===== config.mk =====
export PLATFORM = sky130hd
export DESIGN_NAME = grid_sample_placement_unit
export DESIGN_NICKNAME = d
export VERILOG_FILES = /design/src/rtl/gsp_pkg.sv /design/src/rtl/gsp_cfg_regs.sv /design/src/rtl/gsp_ctrl.sv /design/src/rtl/gsp_dp.sv /design/src/rtl/grid_sample_placement_unit.sv
export SDC_FILE = /design/constraint.sdc
export NUM_CORES = 2
export LEC_CHECK = 0
export BUFFER_PORTS_ARGS = -buffer_cell sky130_fd_sc_hd__buf_2
export CORE_MARGIN = 3
export CORE_UTILIZATION = 57
export DETAILED_ROUTE_END_ITERATION = 16
export PLACE_DENSITY_LB_ADDON = 0.25
export SYNTH_ARGS = -nofsm -noshare
export SYNTH_HDL_FRONTEND = slang
export SYNTH_HIERARCHICAL = 1
export SYNTH_SLANG_ARGS = --single-unit

===== constraint.sdc =====
create_clock -name clk_i -period 10.2 [get_ports clk_i]
set_clock_uncertainty 0.2 [all_clocks]
set_input_delay 1.53 -clock clk_i [delete_from_list [all_inputs] [get_ports clk_i]]
set_output_delay 1.53 -clock clk_i [all_outputs]
set_load 0.01 [all_outputs]

===== src/rtl/gsp_pkg.sv =====
// Shared constants, codes and types of the grid sample placement unit.
package gsp_pkg;

  // Widths of the raster address, the grid dimensions and the data words
  localparam int ADDR_BITS     = 24;
  localparam int DIM_BITS      = 14;
  localparam int ORDER_BITS    = 3;
  localparam int VALUE_BITS    = 64;
  localparam int STATUS_BITS   = 2;
  localparam int CFG_IDX_BITS  = 3;
  localparam int CFG_DATA_BITS = 14;
  localparam int TIN_BITS      = 2;
  localparam int PROD_BITS     = 2 * DIM_BITS;
  localparam int WIDE_BITS     = (PROD_BITS > ADDR_BITS) ? PROD_BITS : ADDR_BITS;
  localparam int DIV_CNT_BITS  = $clog2(ADDR_BITS);

  // Arrangement orders; any other code places rows from the bottom
  localparam logic [ORDER_BITS-1:0] ORD_COL_BOTTOM  = 3'd1;
  localparam logic [ORDER_BITS-1:0] ORD_ROW_MAJOR   = 3'd2;
  localparam logic [ORDER_BITS-1:0] ORD_COL_TOP     = 3'd3;
  localparam logic [ORDER_BITS-1:0] ORD_ROWS_BOTTOM = 3'd4;

  // Status codes
  localparam logic [STATUS_BITS-1:0] STAT_RUNNING  = 2'd0;
  localparam logic [STATUS_BITS-1:0] STAT_OK       = 2'd1;
  localparam logic [STATUS_BITS-1:0] STAT_TOO_MANY = 2'd2;
  localparam logic [STATUS_BITS-1:0] STAT_TOO_FEW  = 2'd3;

  // Commands
  localparam logic CMD_TOKEN = 1'b0;
  localparam logic CMD_END   = 1'b1;

  // Register indexes
  localparam logic [CFG_IDX_BITS-1:0] REG_ORDER     = 3'd0;
  localparam logic [CFG_IDX_BITS-1:0] REG_COORDS    = 3'd1;
  localparam logic [CFG_IDX_BITS-1:0] REG_PRECISION = 3'd2;
  localparam logic [CFG_IDX_BITS-1:0] REG_WIDTH     = 3'd3;
  localparam logic [CFG_IDX_BITS-1:0] REG_HEIGHT    = 3'd4;

  localparam logic [DIM_BITS-1:0] DIM_RESET = 14'd1;

  typedef struct packed {
    logic [ORDER_BITS-1:0] order;
    logic                  coords;
    logic                  precision;
    logic [DIM_BITS-1:0]   width;
    logic [DIM_BITS-1:0]   height;
  } gsp_cfg_t;

  typedef enum logic [2:0] {
    S_IDLE,
    S_CAP,
    S_DECIDE,
    S_DIV,
    S_MUL,
    S_WB
  } gsp_state_e;

  // Controller to datapath
  typedef struct packed {
    logic load_in;
    logic decide;
    logic div_step;
    logic mul;
    logic wb;
  } gsp_cmd_t;

  // Datapath to controller
  typedef struct packed {
    logic place;
    logic div_last;
  } gsp_stat_t;

endpackage


===== src/rtl/gsp_cfg_regs.sv =====
// Configuration register file of the grid sample placement unit.
module gsp_cfg_regs (
  input  logic                                clk_i,
  input  logic                                rst_ni,
  input  logic                                cfg_we_i,
  input  logic [gsp_pkg::CFG_IDX_BITS-1:0]    cfg_idx_i,
  input  logic [gsp_pkg::CFG_DATA_BITS-1:0]   cfg_wdata_i,
  output gsp_pkg::gsp_cfg_t                   cfg_o
);

  gsp_pkg::gsp_cfg_t cfg_q, cfg_d;

  // Decode the write; unknown indexes are dropped
  always_comb begin
    cfg_d = cfg_q;
    if (cfg_we_i) begin
      case (cfg_idx_i)
        gsp_pkg::REG_ORDER:     cfg_d.order     = cfg_wdata_i[gsp_pkg::ORDER_BITS-1:0];
        gsp_pkg::REG_COORDS:    cfg_d.coords    = cfg_wdata_i[0];
        gsp_pkg::REG_PRECISION: cfg_d.precision = cfg_wdata_i[0];
        gsp_pkg::REG_WIDTH:     cfg_d.width     = cfg_wdata_i[gsp_pkg::DIM_BITS-1:0];
        gsp_pkg::REG_HEIGHT:    cfg_d.height    = cfg_wdata_i[gsp_pkg::DIM_BITS-1:0];
        default:                cfg_d = cfg_q;
      endcase
    end
  end

  always_ff @(posedge clk_i or negedge rst_ni) begin
    if (!rst_ni) begin
      cfg_q.order     <= gsp_pkg::ORD_ROW_MAJOR;
      cfg_q.coords    <= 1'b0;
      cfg_q.precision <= 1'b0;
      cfg_q.width     <= gsp_pkg::DIM_RESET;
      cfg_q.height    <= gsp_pkg::DIM_RESET;
    end else begin
      cfg_q <= cfg_d;
    end
  end

  assign cfg_o = cfg_q;

endmodule


===== src/rtl/gsp_ctrl.sv =====
// Controller state machine: sequences decide, divide and multiply if writing, and output.
module gsp_ctrl (
  input  logic                 clk_i,
  input  logic                 rst_ni,
  input  logic                 in_valid_i,
  output logic                 in_ready_o,
  input  logic                 out_ready_i,
  output logic                 out_valid_o,
  input  gsp_pkg::gsp_stat_t   stat_i,
  output gsp_pkg::gsp_cmd_t    cmd_o
);

  gsp_pkg::gsp_state_e state_q, state_d;
  logic                out_valid_q, out_valid_d;
  logic                slot_free;

  // Output slot can take a new result when empty or emptying now
  assign slot_free = !out_valid_q || out_ready_i;

  // Next state
  always_comb begin
    state_d = state_q;
    case (state_q)
      gsp_pkg::S_IDLE:   if (in_valid_i) state_d = gsp_pkg::S_CAP;
      gsp_pkg::S_CAP:    state_d = gsp_pkg::S_DECIDE;
      gsp_pkg::S_DECIDE: state_d = stat_i.place ? gsp_pkg::S_DIV : gsp_pkg::S_WB;
      gsp_pkg::S_DIV:    if (stat_i.div_last) state_d = gsp_pkg::S_MUL;
      gsp_pkg::S_MUL:    state_d = gsp_pkg::S_WB;
      gsp_pkg::S_WB:     if (slot_free) state_d = gsp_pkg::S_IDLE;
      default:           state_d = gsp_pkg::S_IDLE;
    endcase
  end

  // Outputs
  always_comb begin
    cmd_o      = '0;
    in_ready_o = 1'b0;
    case (state_q)
      gsp_pkg::S_IDLE: begin
        in_ready_o    = 1'b1;
        cmd_o.load_in = in_valid_i;
      end
      gsp_pkg::S_DECIDE: cmd_o.decide   = 1'b1;
      gsp_pkg::S_DIV:    cmd_o.div_step = 1'b1;
      gsp_pkg::S_MUL:    cmd_o.mul      = 1'b1;
      gsp_pkg::S_WB:     cmd_o.wb       = slot_free;
      default:           cmd_o          = '0;
    endcase
  end

  // Hold the result valid until the transfer completes
  always_comb begin
    out_valid_d = out_valid_q;
    if (cmd_o.wb) begin
      out_valid_d = 1'b1;
    end else if (out_ready_i) begin
      out_valid_d = 1'b0;
    end
  end

  always_ff @(posedge clk_i or negedge rst_ni) begin
    if (!rst_ni) begin
      state_q     <= gsp_pkg::S_IDLE;
      out_valid_q <= 1'b0;
    end else begin
      state_q     <= state_d;
      out_valid_q <= out_valid_d;
    end
  end

  assign out_valid_o = out_valid_q;

  a_wb_slot_free: assert property (@(posedge clk_i) disable iff (!rst_ni)
    cmd_o.wb |-> (!out_valid_q || out_ready_i))
    else $error("result loaded over a pending result");

  a_out_from_wb: assert property (@(posedge clk_i) disable iff (!rst_ni)
    $rose(out_valid_q) |-> $past(state_q == gsp_pkg::S_WB))
    else $error("result valid raised outside write-back");

  a_out_hold: assert property (@(posedge clk_i) disable iff (!rst_ni)
    (out_valid_q && !out_ready_i) |=> out_valid_q)
    else $error("result valid dropped before its transfer");

endmodule


===== src/rtl/gsp_dp.sv =====
// Datapath: node bookkeeping, serial divider, address multiply and output register.
module gsp_dp (
  input  logic                                clk_i,
  input  logic                                rst_ni,
  input  gsp_pkg::gsp_cfg_t                   cfg_i,
  input  gsp_pkg::gsp_cmd_t                   cmd_i,
  output gsp_pkg::gsp_stat_t                  stat_o,
  input  logic                                command_i,
  input  logic [gsp_pkg::VALUE_BITS-1:0]      token_value_i,
  output logic                                write_enable_o,
  output logic [gsp_pkg::ADDR_BITS-1:0]       write_address_o,
  output logic [gsp_pkg::VALUE_BITS-1:0]      write_value_o,
  output logic [gsp_pkg::STATUS_BITS-1:0]     status_o
);

  localparam int AB = gsp_pkg::ADDR_BITS;
  localparam int DB = gsp_pkg::DIM_BITS;
  localparam int PB = gsp_pkg::PROD_BITS;
  localparam int WB = gsp_pkg::WIDE_BITS;

  // Position of the next token within a node
  localparam logic [gsp_pkg::TIN_BITS-1:0] TIN_FIRST = 2'd0;
  localparam logic [gsp_pkg::TIN_BITS-1:0] TIN_LAT   = 2'd1;
  localparam logic [gsp_pkg::TIN_BITS-1:0] TIN_VALUE = 2'd2;
  localparam logic [gsp_pkg::TIN_BITS-1:0] TIN_PREC  = 2'd3;

  localparam logic [WB-1:0] CAP_LIMIT = (WB'(1) << AB) - WB'(1);

  // Node state
  logic [AB-1:0]                     cnt_q, cnt_d;
  logic [gsp_pkg::TIN_BITS-1:0]      tin_q, tin_d;
  logic                              stop_q, stop_d;
  logic [gsp_pkg::STATUS_BITS-1:0]   fin_q, fin_d;

  // Captured input item
  logic                              in_cmd_q;
  logic [gsp_pkg::VALUE_BITS-1:0]    tok_q;

  // Capacity
  logic [PB-1:0]                     cap_prod_q;
  logic [WB-1:0]                     cap_wide;
  logic [AB-1:0]                     cap;

  // Decision
  logic                              dec_we;
  logic [gsp_pkg::STATUS_BITS-1:0]   dec_st;
  logic                              res_we_q;
  logic [gsp_pkg::STATUS_BITS-1:0]   res_st_q;
  logic [AB-1:0]                     res_c_q;

  // Divider
  logic [DB-1:0]                     w_eff, h_eff;
  logic [DB-1:0]                     div_q, rem_q;
  logic [AB-1:0]                     quo_q;
  logic [gsp_pkg::DIV_CNT_BITS-1:0]  dcnt_q;
  logic [DB:0]                       trial, diff;
  logic                              ge;

  // Multiply and add
  logic [AB-1:0]                     mul_a;
  logic [AB-1:0]                     add_b;
  logic [PB-1:0]                     mul_q;
  logic [AB-1:0]                     addb_q;
  logic [WB-1:0]                     sum;
  logic [AB-1:0]                     addr;

  // Output register
  logic                              out_we_q;
  logic [AB-1:0]                     out_addr_q;
  logic [gsp_pkg::VALUE_BITS-1:0]    out_val_q;
  logic [gsp_pkg::STATUS_BITS-1:0]   out_st_q;

  assign w_eff = (cfg_i.width  == '0) ? gsp_pkg::DIM_RESET : cfg_i.width;
  assign h_eff = (cfg_i.height == '0) ? gsp_pkg::DIM_RESET : cfg_i.height;

  // Capacity: width times height, clipped to the address space
  always_ff @(posedge clk_i) begin
    cap_prod_q <= PB'(cfg_i.width) * PB'(cfg_i.height);
  end

  assign cap_wide = (WB'(cap_prod_q) > CAP_LIMIT) ? CAP_LIMIT : WB'(cap_prod_q);
  assign cap      = cap_wide[AB-1:0];

  // Work out what this token does to the node state
  always_comb begin
    dec_we = 1'b0;
    dec_st = gsp_pkg::STAT_RUNNING;
    cnt_d  = cnt_q;
    tin_d  = tin_q;
    stop_d = stop_q;
    fin_d  = fin_q;
    if (stop_q) begin
      dec_st = fin_q;
    end else if (in_cmd_q == gsp_pkg::CMD_END) begin
      dec_st = (cnt_q == cap) ? gsp_pkg::STAT_OK : gsp_pkg::STAT_TOO_FEW;
      stop_d = 1'b1;
      fin_d  = dec_st;
    end else if (tin_q == TIN_FIRST) begin
      if (cnt_q >= cap) begin
        dec_st = gsp_pkg::STAT_TOO_MANY;
        stop_d = 1'b1;
        fin_d  = dec_st;
      end else begin
        dec_we = !cfg_i.coords;
        if (!cfg_i.coords && !cfg_i.precision) begin
          cnt_d = cnt_q + AB'(1);
        end else begin
          tin_d = TIN_LAT;
        end
      end
    end else if (cfg_i.coords && tin_q == TIN_LAT) begin
      tin_d = TIN_VALUE;
    end else if (cfg_i.coords && tin_q == TIN_VALUE) begin
      dec_we = 1'b1;
      if (!cfg_i.precision) begin
        cnt_d = cnt_q + AB'(1);
        tin_d = TIN_FIRST;
      end else begin
        tin_d = TIN_PREC;
      end
    end else begin
      tin_d = TIN_FIRST;
      cnt_d = cnt_q + AB'(1);
    end
  end

  assign stat_o.place = dec_we;

  // Advance node state once per item
  always_ff @(posedge clk_i or negedge rst_ni) begin
    if (!rst_ni) begin
      cnt_q  <= '0;
      tin_q  <= TIN_FIRST;
      stop_q <= 1'b0;
      fin_q  <= gsp_pkg::STAT_RUNNING;
    end else if (cmd_i.decide) begin
      cnt_q  <= cnt_d;
      tin_q  <= tin_d;
      stop_q <= stop_d;
      fin_q  <= fin_d;
    end
  end

  // Capture the input transfer and the decision
  always_ff @(posedge clk_i) begin
    if (cmd_i.load_in) begin
      in_cmd_q <= command_i;
      tok_q    <= token_value_i;
    end
    if (cmd_i.decide) begin
      res_we_q <= dec_we;
      res_st_q <= dec_st;
      res_c_q  <= cnt_q;
    end
  end

  // Restoring divider step: one quotient bit per cycle
  assign trial = {rem_q, quo_q[AB-1]};
  assign diff  = trial - {1'b0, div_q};
  assign ge    = trial >= {1'b0, div_q};

  always_ff @(posedge clk_i) begin
    if (cmd_i.decide) begin
      quo_q  <= cnt_q;
      rem_q  <= '0;
      dcnt_q <= '0;
      div_q  <= (cfg_i.order == gsp_pkg::ORD_COL_BOTTOM ||
                 cfg_i.order == gsp_pkg::ORD_COL_TOP) ? h_eff : w_eff;
    end else if (cmd_i.div_step) begin
      quo_q  <= {quo_q[AB-2:0], ge};
      rem_q  <= ge ? diff[DB-1:0] : trial[DB-1:0];
      dcnt_q <= dcnt_q + gsp_pkg::DIV_CNT_BITS'(1);
    end
  end

  assign stat_o.div_last = (dcnt_q == gsp_pkg::DIV_CNT_BITS'(AB - 1));

  // Select row and column terms of the address; the row term wraps at the address width
  always_comb begin
    case (cfg_i.order)
      gsp_pkg::ORD_COL_BOTTOM: begin
        mul_a = AB'(h_eff - DB'(1) - rem_q);
        add_b = quo_q;
      end
      gsp_pkg::ORD_COL_TOP: begin
        mul_a = AB'(rem_q);
        add_b = quo_q;
      end
      default: begin
        mul_a = AB'(h_eff) - AB'(1) - quo_q;
        add_b = AB'(rem_q);
      end
    endcase
  end

  always_ff @(posedge clk_i) begin
    if (cmd_i.mul) begin
      mul_q  <= PB'(mul_a) * PB'(w_eff);
      addb_q <= add_b;
    end
  end

  // Final address
  assign sum  = WB'(mul_q) + WB'(addb_q);
  assign addr = (cfg_i.order == gsp_pkg::ORD_ROW_MAJOR) ? res_c_q : sum[AB-1:0];

  // Load the output register
  always_ff @(posedge clk_i) begin
    if (cmd_i.wb) begin
      out_we_q   <= res_we_q;
      out_addr_q <= res_we_q ? addr : '0;
      out_val_q  <= res_we_q ? tok_q : '0;
      out_st_q   <= res_st_q;
    end
  end

  assign write_enable_o  = out_we_q;
  assign write_address_o = out_addr_q;
  assign write_value_o   = out_val_q;
  assign status_o        = out_st_q;

  a_stop_sticky: assert property (@(posedge clk_i) disable iff (!rst_ni)
    stop_q |=> stop_q)
    else $error("block left the stopped state");

  a_cnt_hold: assert property (@(posedge clk_i) disable iff (!rst_ni)
    !cmd_i.decide |=> $stable(cnt_q))
    else $error("node count moved outside decide");

  a_rem_bound: assert property (@(posedge clk_i) disable iff (!rst_ni)
    cmd_i.div_step |-> (rem_q < div_q))
    else $error("divider remainder not below divisor");

endmodule


===== src/rtl/grid_sample_placement_unit.sv =====
// Top level of the grid sample placement unit.
// Takes one converted token per input transfer and returns one result per token: a raster write
// (enable, row-major address, value word) and a status. A token that writes a height value goes
// through capture, decide, divide, multiply and write-back before the next input transfer; a
// token that writes nothing or an end-of-data command skips divide and multiply. The restoring
// divider produces one quotient bit per cycle over the 24-bit node index. The result sits in an
// output register, so the next input transfer does not wait for the previous result to be taken.
// Configuration must be written through the plain write port only while no item is in flight;
// the block itself does not enforce this. After a too-many-values error or an end-of-data
// command the block answers every item with no write and the latched status until reset.
module grid_sample_placement_unit (
  input  logic                                clk_i,
  input  logic                                rst_ni,
  input  logic                                cfg_we_i,
  input  logic [gsp_pkg::CFG_IDX_BITS-1:0]    cfg_idx_i,
  input  logic [gsp_pkg::CFG_DATA_BITS-1:0]   cfg_wdata_i,
  input  logic                                in_valid_i,
  output logic                                in_ready_o,
  input  logic                                command_i,
  input  logic [gsp_pkg::VALUE_BITS-1:0]      token_value_i,
  output logic                                out_valid_o,
  input  logic                                out_ready_i,
  output logic                                write_enable_o,
  output logic [gsp_pkg::ADDR_BITS-1:0]       write_address_o,
  output logic [gsp_pkg::VALUE_BITS-1:0]      write_value_o,
  output logic [gsp_pkg::STATUS_BITS-1:0]     status_o
);

  gsp_pkg::gsp_cfg_t  cfg;
  gsp_pkg::gsp_cmd_t  cmd;
  gsp_pkg::gsp_stat_t stat;

  gsp_cfg_regs u_cfg (
    .clk_i       (clk_i),
    .rst_ni      (rst_ni),
    .cfg_we_i    (cfg_we_i),
    .cfg_idx_i   (cfg_idx_i),
    .cfg_wdata_i (cfg_wdata_i),
    .cfg_o       (cfg)
  );

  gsp_ctrl u_ctrl (
    .clk_i       (clk_i),
    .rst_ni      (rst_ni),
    .in_valid_i  (in_valid_i),
    .in_ready_o  (in_ready_o),
    .out_ready_i (out_ready_i),
    .out_valid_o (out_valid_o),
    .stat_i      (stat),
    .cmd_o       (cmd)
  );

  gsp_dp u_dp (
    .clk_i           (clk_i),
    .rst_ni          (rst_ni),
    .cfg_i           (cfg),
    .cmd_i           (cmd),
    .stat_o          (stat),
    .command_i       (command_i),
    .token_value_i   (token_value_i),
    .write_enable_o  (write_enable_o),
    .write_address_o (write_address_o),
    .write_value_o   (write_value_o),
    .status_o        (status_o)
  );

endmodule


**After elaboration in Yosys (flattened, before gate mapping)**

Index checks and enable logic that the tools add are counted.

- Flip-flop bits (word level): 382
- Bits in latches: 0
- Memory bits (writable): 0
- Bits in read-only memories: 0
- Input bits: 87
- Word-level logic and storage cells: 146
- Memories kept: 0

- Add/sub/neg operators: 7
- $mul: 2
- Div/mod/pow operators: 0
- Magnitude comparators: 3
- Equal/unequal tests: 24
- Shift operators: 0
- Multiplexer cells: 53
- Bitwise logic cells: 2
- Reduce and logical (&&, ||, !) cells: 27

Operators by type and width:

| kind | count |
|---|---|
| 24-bit two-way mux | 10 |
| 14-bit two-way mux | 5 |
| 24-bit one-hot mux with 2 select lines | 1 |
| 28-bit by 24-bit greater-than comparator with 1-bit output (second input constant) | 1 |
| 14-bit zero test | 2 |
| 14-bit by 14-bit multiplier with 28-bit output | 1 |
| 2-bit two-way mux | 14 |
| 24-bit by 1-bit adder with 24-bit output (second input constant) | 1 |
| 24-bit adder | 1 |
| 24-bit equality test | 1 |
| 24-bit >= comparator | 1 |
| 24-bit by 14-bit multiplier with 24-bit output | 1 |
| 24-bit by 14-bit subtractor with 24-bit output | 1 |
| 24-bit subtractor | 1 |
| 3-bit by 2-bit equality test with 1-bit output (second input constant) | 6 |
| 1-bit two-way mux | 18 |
| 3-bit one-hot mux with 6 select lines | 1 |
| 15-bit by 14-bit >= comparator with 1-bit output | 1 |
| 14-bit by 1-bit subtractor with 15-bit output (second input constant) | 1 |
| 14-bit subtractor | 1 |
| 3-bit two-way mux | 4 |
| 2-bit inequality test (second input constant) | 5 |
| 2-bit AND reduction | 5 |
| 3-bit by 1-bit equality test with 1-bit output (second input constant) | 3 |
| other kinds (19) | 32 |

**Depth between registers and ports, before layout**

- Depth in word-level cells: 9
- Mapped depth: 39

**Modules after synthesis**

The synthesis kept the hierarchy.

By module, submodules not included:

| module | times used | cells each | area each (um^2) | sequential area each (um^2) |
|---|---|---|---|---|
| gsp_dp | 1 | 2900 | 29732.3 | 9744.3 |
| gsp_cfg_regs | 1 | 74 | 1282.5 | 829.5 |
| gsp_ctrl | 1 | 29 | 256.5 | 100.1 |

**Least setup slack after synthesis**

Ideal clock, no wire load.

- Kind: register -> register
- Start point: reg u_cfg.cfg_q (netlist bit u_cfg/cfg_o[7])
- End point: reg u_dp.mul_q[23], data pin
- Data arrival time: 8.966 ns
- Data required time: 9.731 ns
- Path slack: 0.765 ns
- Cell stages (with the launch flop): 37
- Clock period less this slack: 9.435 ns
- Cells stage by stage: dfrtp_1 > clkbuf_1 > or4_1 > nor3_1 > a31oi_1 > ha_1 > nand2_1 > nor3_1 > xor2_1 > ha_1 > a21oi_1 > o21ai_0 > a221o_1 > a2111oi_0 > o21bai_1 > xnor2_1 > nor2_1 > and2_1 > fa_1 > inv_1 > fa_1 > fa_1 > fa_1 > inv_1 > fa_1 > inv_1 > fa_1 > xnor2_1 > xnor2_1 > xnor2_1 > xnor2_1 > xnor3_2 > xnor2_1 > xnor3_1 > xor2_1 > xnor2_1 > xor3_1

- Word-level cells in the longest chain between the ends: 6
- Elaborated cells between the ends (all ways): 7
- Those cells by class: add/sub: 3; mul: 1; mux: 2; reduce/logical: 1

RTL lines:

| element | line | source |
|---|---|---|
| start, declared | gsp_cfg_regs.sv:11 | `gsp_pkg::gsp_cfg_t cfg_q, cfg_d;` |
| start signal, assigned | gsp_cfg_regs.sv:36 | `cfg_q <= cfg_d;` |
| 14-bit zero test | gsp_dp.sv:74 | `assign h_eff = (cfg_i.height == '0) ? gsp_pkg::DIM_RESET : cfg_i.height;` |
| 14-bit two-way mux (*) | gsp_dp.sv:74 |  |
| 14-bit by 1-bit subtractor with 15-bit output (*) | gsp_dp.sv:182, gsp_dp.sv:190 |  |
| 24-bit subtractor or 24-bit by 14-bit subtractor with 24-bit output (tied branches) | gsp_dp.sv:190, gsp_dp.sv:182 |  |
| 24-bit one-hot mux with 2 select lines (*) | gsp_dp.sv:180 | `case (cfg_i.order)` |
| 24-bit by 14-bit multiplier with 24-bit output (*) | gsp_dp.sv:198 | `mul_q <= PB'(mul_a) * PB'(w_eff);` |
| end signal, assigned | gsp_dp.sv:198 |  |
| end, declared | gsp_dp.sv:62 | `logic [PB-1:0] mul_q;` |

Mark *: on every way between the ends. The rest lies on a longest branch, timed or not.
A chain may end at the register's enable or synchronous reset.

**Final worst setup path**

- Start point: reg u_cfg.cfg_q (netlist bit u_cfg/cfg_o[9])
- End point: reg u_dp.mul_q[23], data pin

Same word-level chain as after synthesis.

==> results.md <==
- Worst-path clk slew: 60 ps
- Hold Crit Depth: 0
- Seq/Total Area, Yosys: 34.1%
- Row count: 85
- # setup viols final: 0
- Adder-cell share of the synthesized area: 29.7%
- DP Area: 33000 sq um
- Area contributors post-synth: edfxtp_1 26%, fa_1 20%, ha_1 9.2%
- Maxcap violations: 0
- Die Area: 57700 sq um
- Overall Global Routing Usage: 26.9%
- Final non-filler cell total: 3886
- EDFF count, synth: 269
- Fin util: 63.9%
- Slew Limit Fails: 0
- Routed Antenna Nets: 0
- Commonest cells post-synth: 420 x inv_1, 385 x nand2_1, 320 x fa_1, 269 x edfxtp_1, 249 x and2_1
- H-tree depth: 2
- Footprint of the multi-input gates: 18600 sq um
- Synthesized area per cell: 10.4 sq um
- Nets: 3791
- CP Launch Type: flip-flop
- Ys async rst share: 17.3%
- Hold slack: 229 ps
- Num CTS Buffers: 42
- Design Area, Final: 34500 sq um
- R2R cell count: 34
- Synth warn: 6
- IO buf count: 179
- Routed WL per cell: 19.6 um
- Compound-Gate Fraction of Synth Area: 6.18%
- CTS root buf: clkbuf_16
- Sequential cell area: 10700 sq um
- Top cell type's share of synthesized area: 25.8%
- Critical path type: flip-flop to flip-flop
- Most common cell in the netlist: inv_1
- Fin. Hold Viols: 0
- CP Data Arrival Time: 9860 ps
- Initial antenna violation count: 1
- Mapped Area: 31300 sq um
- CTS tree: done
- Core area: 54000 sq um
- DRT Wirelength: 76.3 mm
- Netlist cell types: 83
- Clk buf depth: 3
- FF-to-FF Start: u_cfg/cfg_o[9]
- Least-Margin Pin Slew: 1170 ps
- Min Tclk post-route: 9760 ps
- Initial core utilization: 57.9%
- Vias: 22000
- Status: complete, no violations
- XOR/XNOR Fraction of Synth Area: 4.54%
- GR Overflow Total: 0
- # fillers: 4234
- Fmax: 102 MHz
- First-pass GRT wire length: 121 mm
- Final HPWL DP: 56.8 mm
- DRT Pass-1 Iters: 5
- Initial DRC count: 1678
- Area growth, synth to finish: 10.4%
- Pin count of the biggest net entering global routing: 92
- Post-synth top flop: edfxtp_1
- WP data required: 10300 ps
- Most used cell, CP: fa_1
- Inst Count DP: 3803
- Slew margin rel.: 22.2%
- Final Cycle Share: 95.7%
- Cell taking the most area after synthesis: edfxtp_1
- Maximum fanout along the worst path: 14
- CTS Sinks: 382
- Synth Register Bits: 382
- Clock latency on the worst-skew pair: 580 ps
- I/O pin count: 180
- Worst Min Path Start: u_dp/res_st_q[0]
- Hold WC Path Type: flip-flop to flip-flop
- Crit. End Element: flip-flop
- Final GP Congestion: 0.922
- Vias in the first global route: 22500
- Mux share of post-synthesis cell area: 3.99%
- Share of cells above drive strength 1: 13.6%
- Crit-path max cell delay: 580 ps
- Die Height: 240 um
- Die X: 240 um
- Largest family of logic cells by synthesized area: adder cells
- Routed vias/inst: 5.65
- DRC: 0
- Gate Count Post-Synth: 3003
- Crit path from: u_cfg/cfg_o[9]
- Slowest CP cell: or4_1
- Net count after synthesis: 3640
- Synth Area in Simple Gates: 14.7%
[worst paths after layout]
check | end | slack, ps
worst max-delay path | u_dp/mul_q[23] | 440
worst min-delay path | u_dp/status_o[0] | 230
worst max register to register | u_dp/mul_q[23] | 440
worst min register to register | u_dp/status_o[0] | 230
max in group asynchronous | u_cfg/cfg_o[19] | 8190
min in group asynchronous | u_cfg/cfg_o[28] | 970
[through the flow]
| stage | setup WS (ps) | TNS (ps) |
|---|---|---|
| global placement | 168 | 0 |
| CTS | 35.8 | 0 |
| floorplan | 765 | 0 |
| finish | 439 | 0 |
| detailed placement | 57.0 | 0 |
| global route | -11.3 | -11.3 |
[final cells by class]
type,count,share of cell area (%)
Tap cell,696,2.52
Inverter,421,4.58
Multi-Input combinational cell,2065,53.9
Timing Repair Buffer,242,3.96
Clock inverter,27,0.877
Antenna cell,2,0.0145
Clock buffer,51,3.17
Sequential cell,382,30.9
[kinds of logic after synthesis]
logic type                 after synthesis
adders and majority gates              550
AOI/OAI and AO/OA                      301
and+or+nand+nor                        943
buffers and inverters                  556
muxes                                  114
xor gates and xnor gates               157
DFF                                    382
[placed cells by master (no fill, tap or decap), types with 10 or more instances in the layout]
master | synthesis | layout
nor2b_1 | 14 | 13
nand3_1 | 37 | 37
nand4_1 | 13 | 13
mux2_1 | 10 | 10
fa_1 | 320 | 320
nand2b_1 | 20 | 20
dfrtp_1 | 63 | 62
edfxtp_1 | 269 | 269
inv_1 | 420 | 420
a21oi_1 | 89 | 85
dfxtp_1 | 47 | 47
o21ai_0 | 68 | 67
clkbuf_16 | 0 | 42
nor2_1 | 123 | 119
and2_1 | 249 | 247
mux2i_1 | 28 | 28
nand2_1 | 385 | 385
xor2_1 | 61 | 61
and3_1 | 12 | 12
buf_4 | 2 | 63
mux2_2 | 76 | 76
ha_1 | 230 | 229
nor3_1 | 40 | 37
xnor2_1 | 93 | 91
buf_2 | 6 | 179
a211oi_1 | 14 | 14
o21bai_1 | 17 | 17
a21o_1 | 31 | 31
[worst max-delay path: cells and delay by family, from the launching register on]
family	cells	cell delay (ps)
AOI/OAI and AO/OA	14	2680
and+or+nand+nor	3	960
xor gates and xnor gates	2	600
adders and majority gates	9	4170
DFF	1	370
buffers and inverters	6	500
[state kept, by name, summed over array words and instances (netlist names), 28 cells and up]
name / count
u_dp/tok_q: 64
u_dp/write_value_o: 64
u_cfg/cfg_o: 33
u_dp/cap_prod_q: 28
[repair_timing]
| item | in CTS | in global routing |
|---|---|---|
| resized for setup | 0 | 21 |
| buffers inserted | 0 | 3 |
| hold buffers | 0 | 0 |
| endpoints found under the setup margin | 0 | 1 |
[metal layers]
layer | up-vias | part of all wire, % | GRT usage (%)
met1 | 11000 | 44 | 38.1
met3 | 106 | 7.1 | 4.22
met4 | 0 | 2.2 | 7.05
met2 | 765 | 47 | 43.6
li1 | 10100 | - | -
met5 | - | 0 | 0
Power is left out: the tool's default activity adds up to more than one toggle a clock period on the data nets, which glitch-free logic cannot reach.
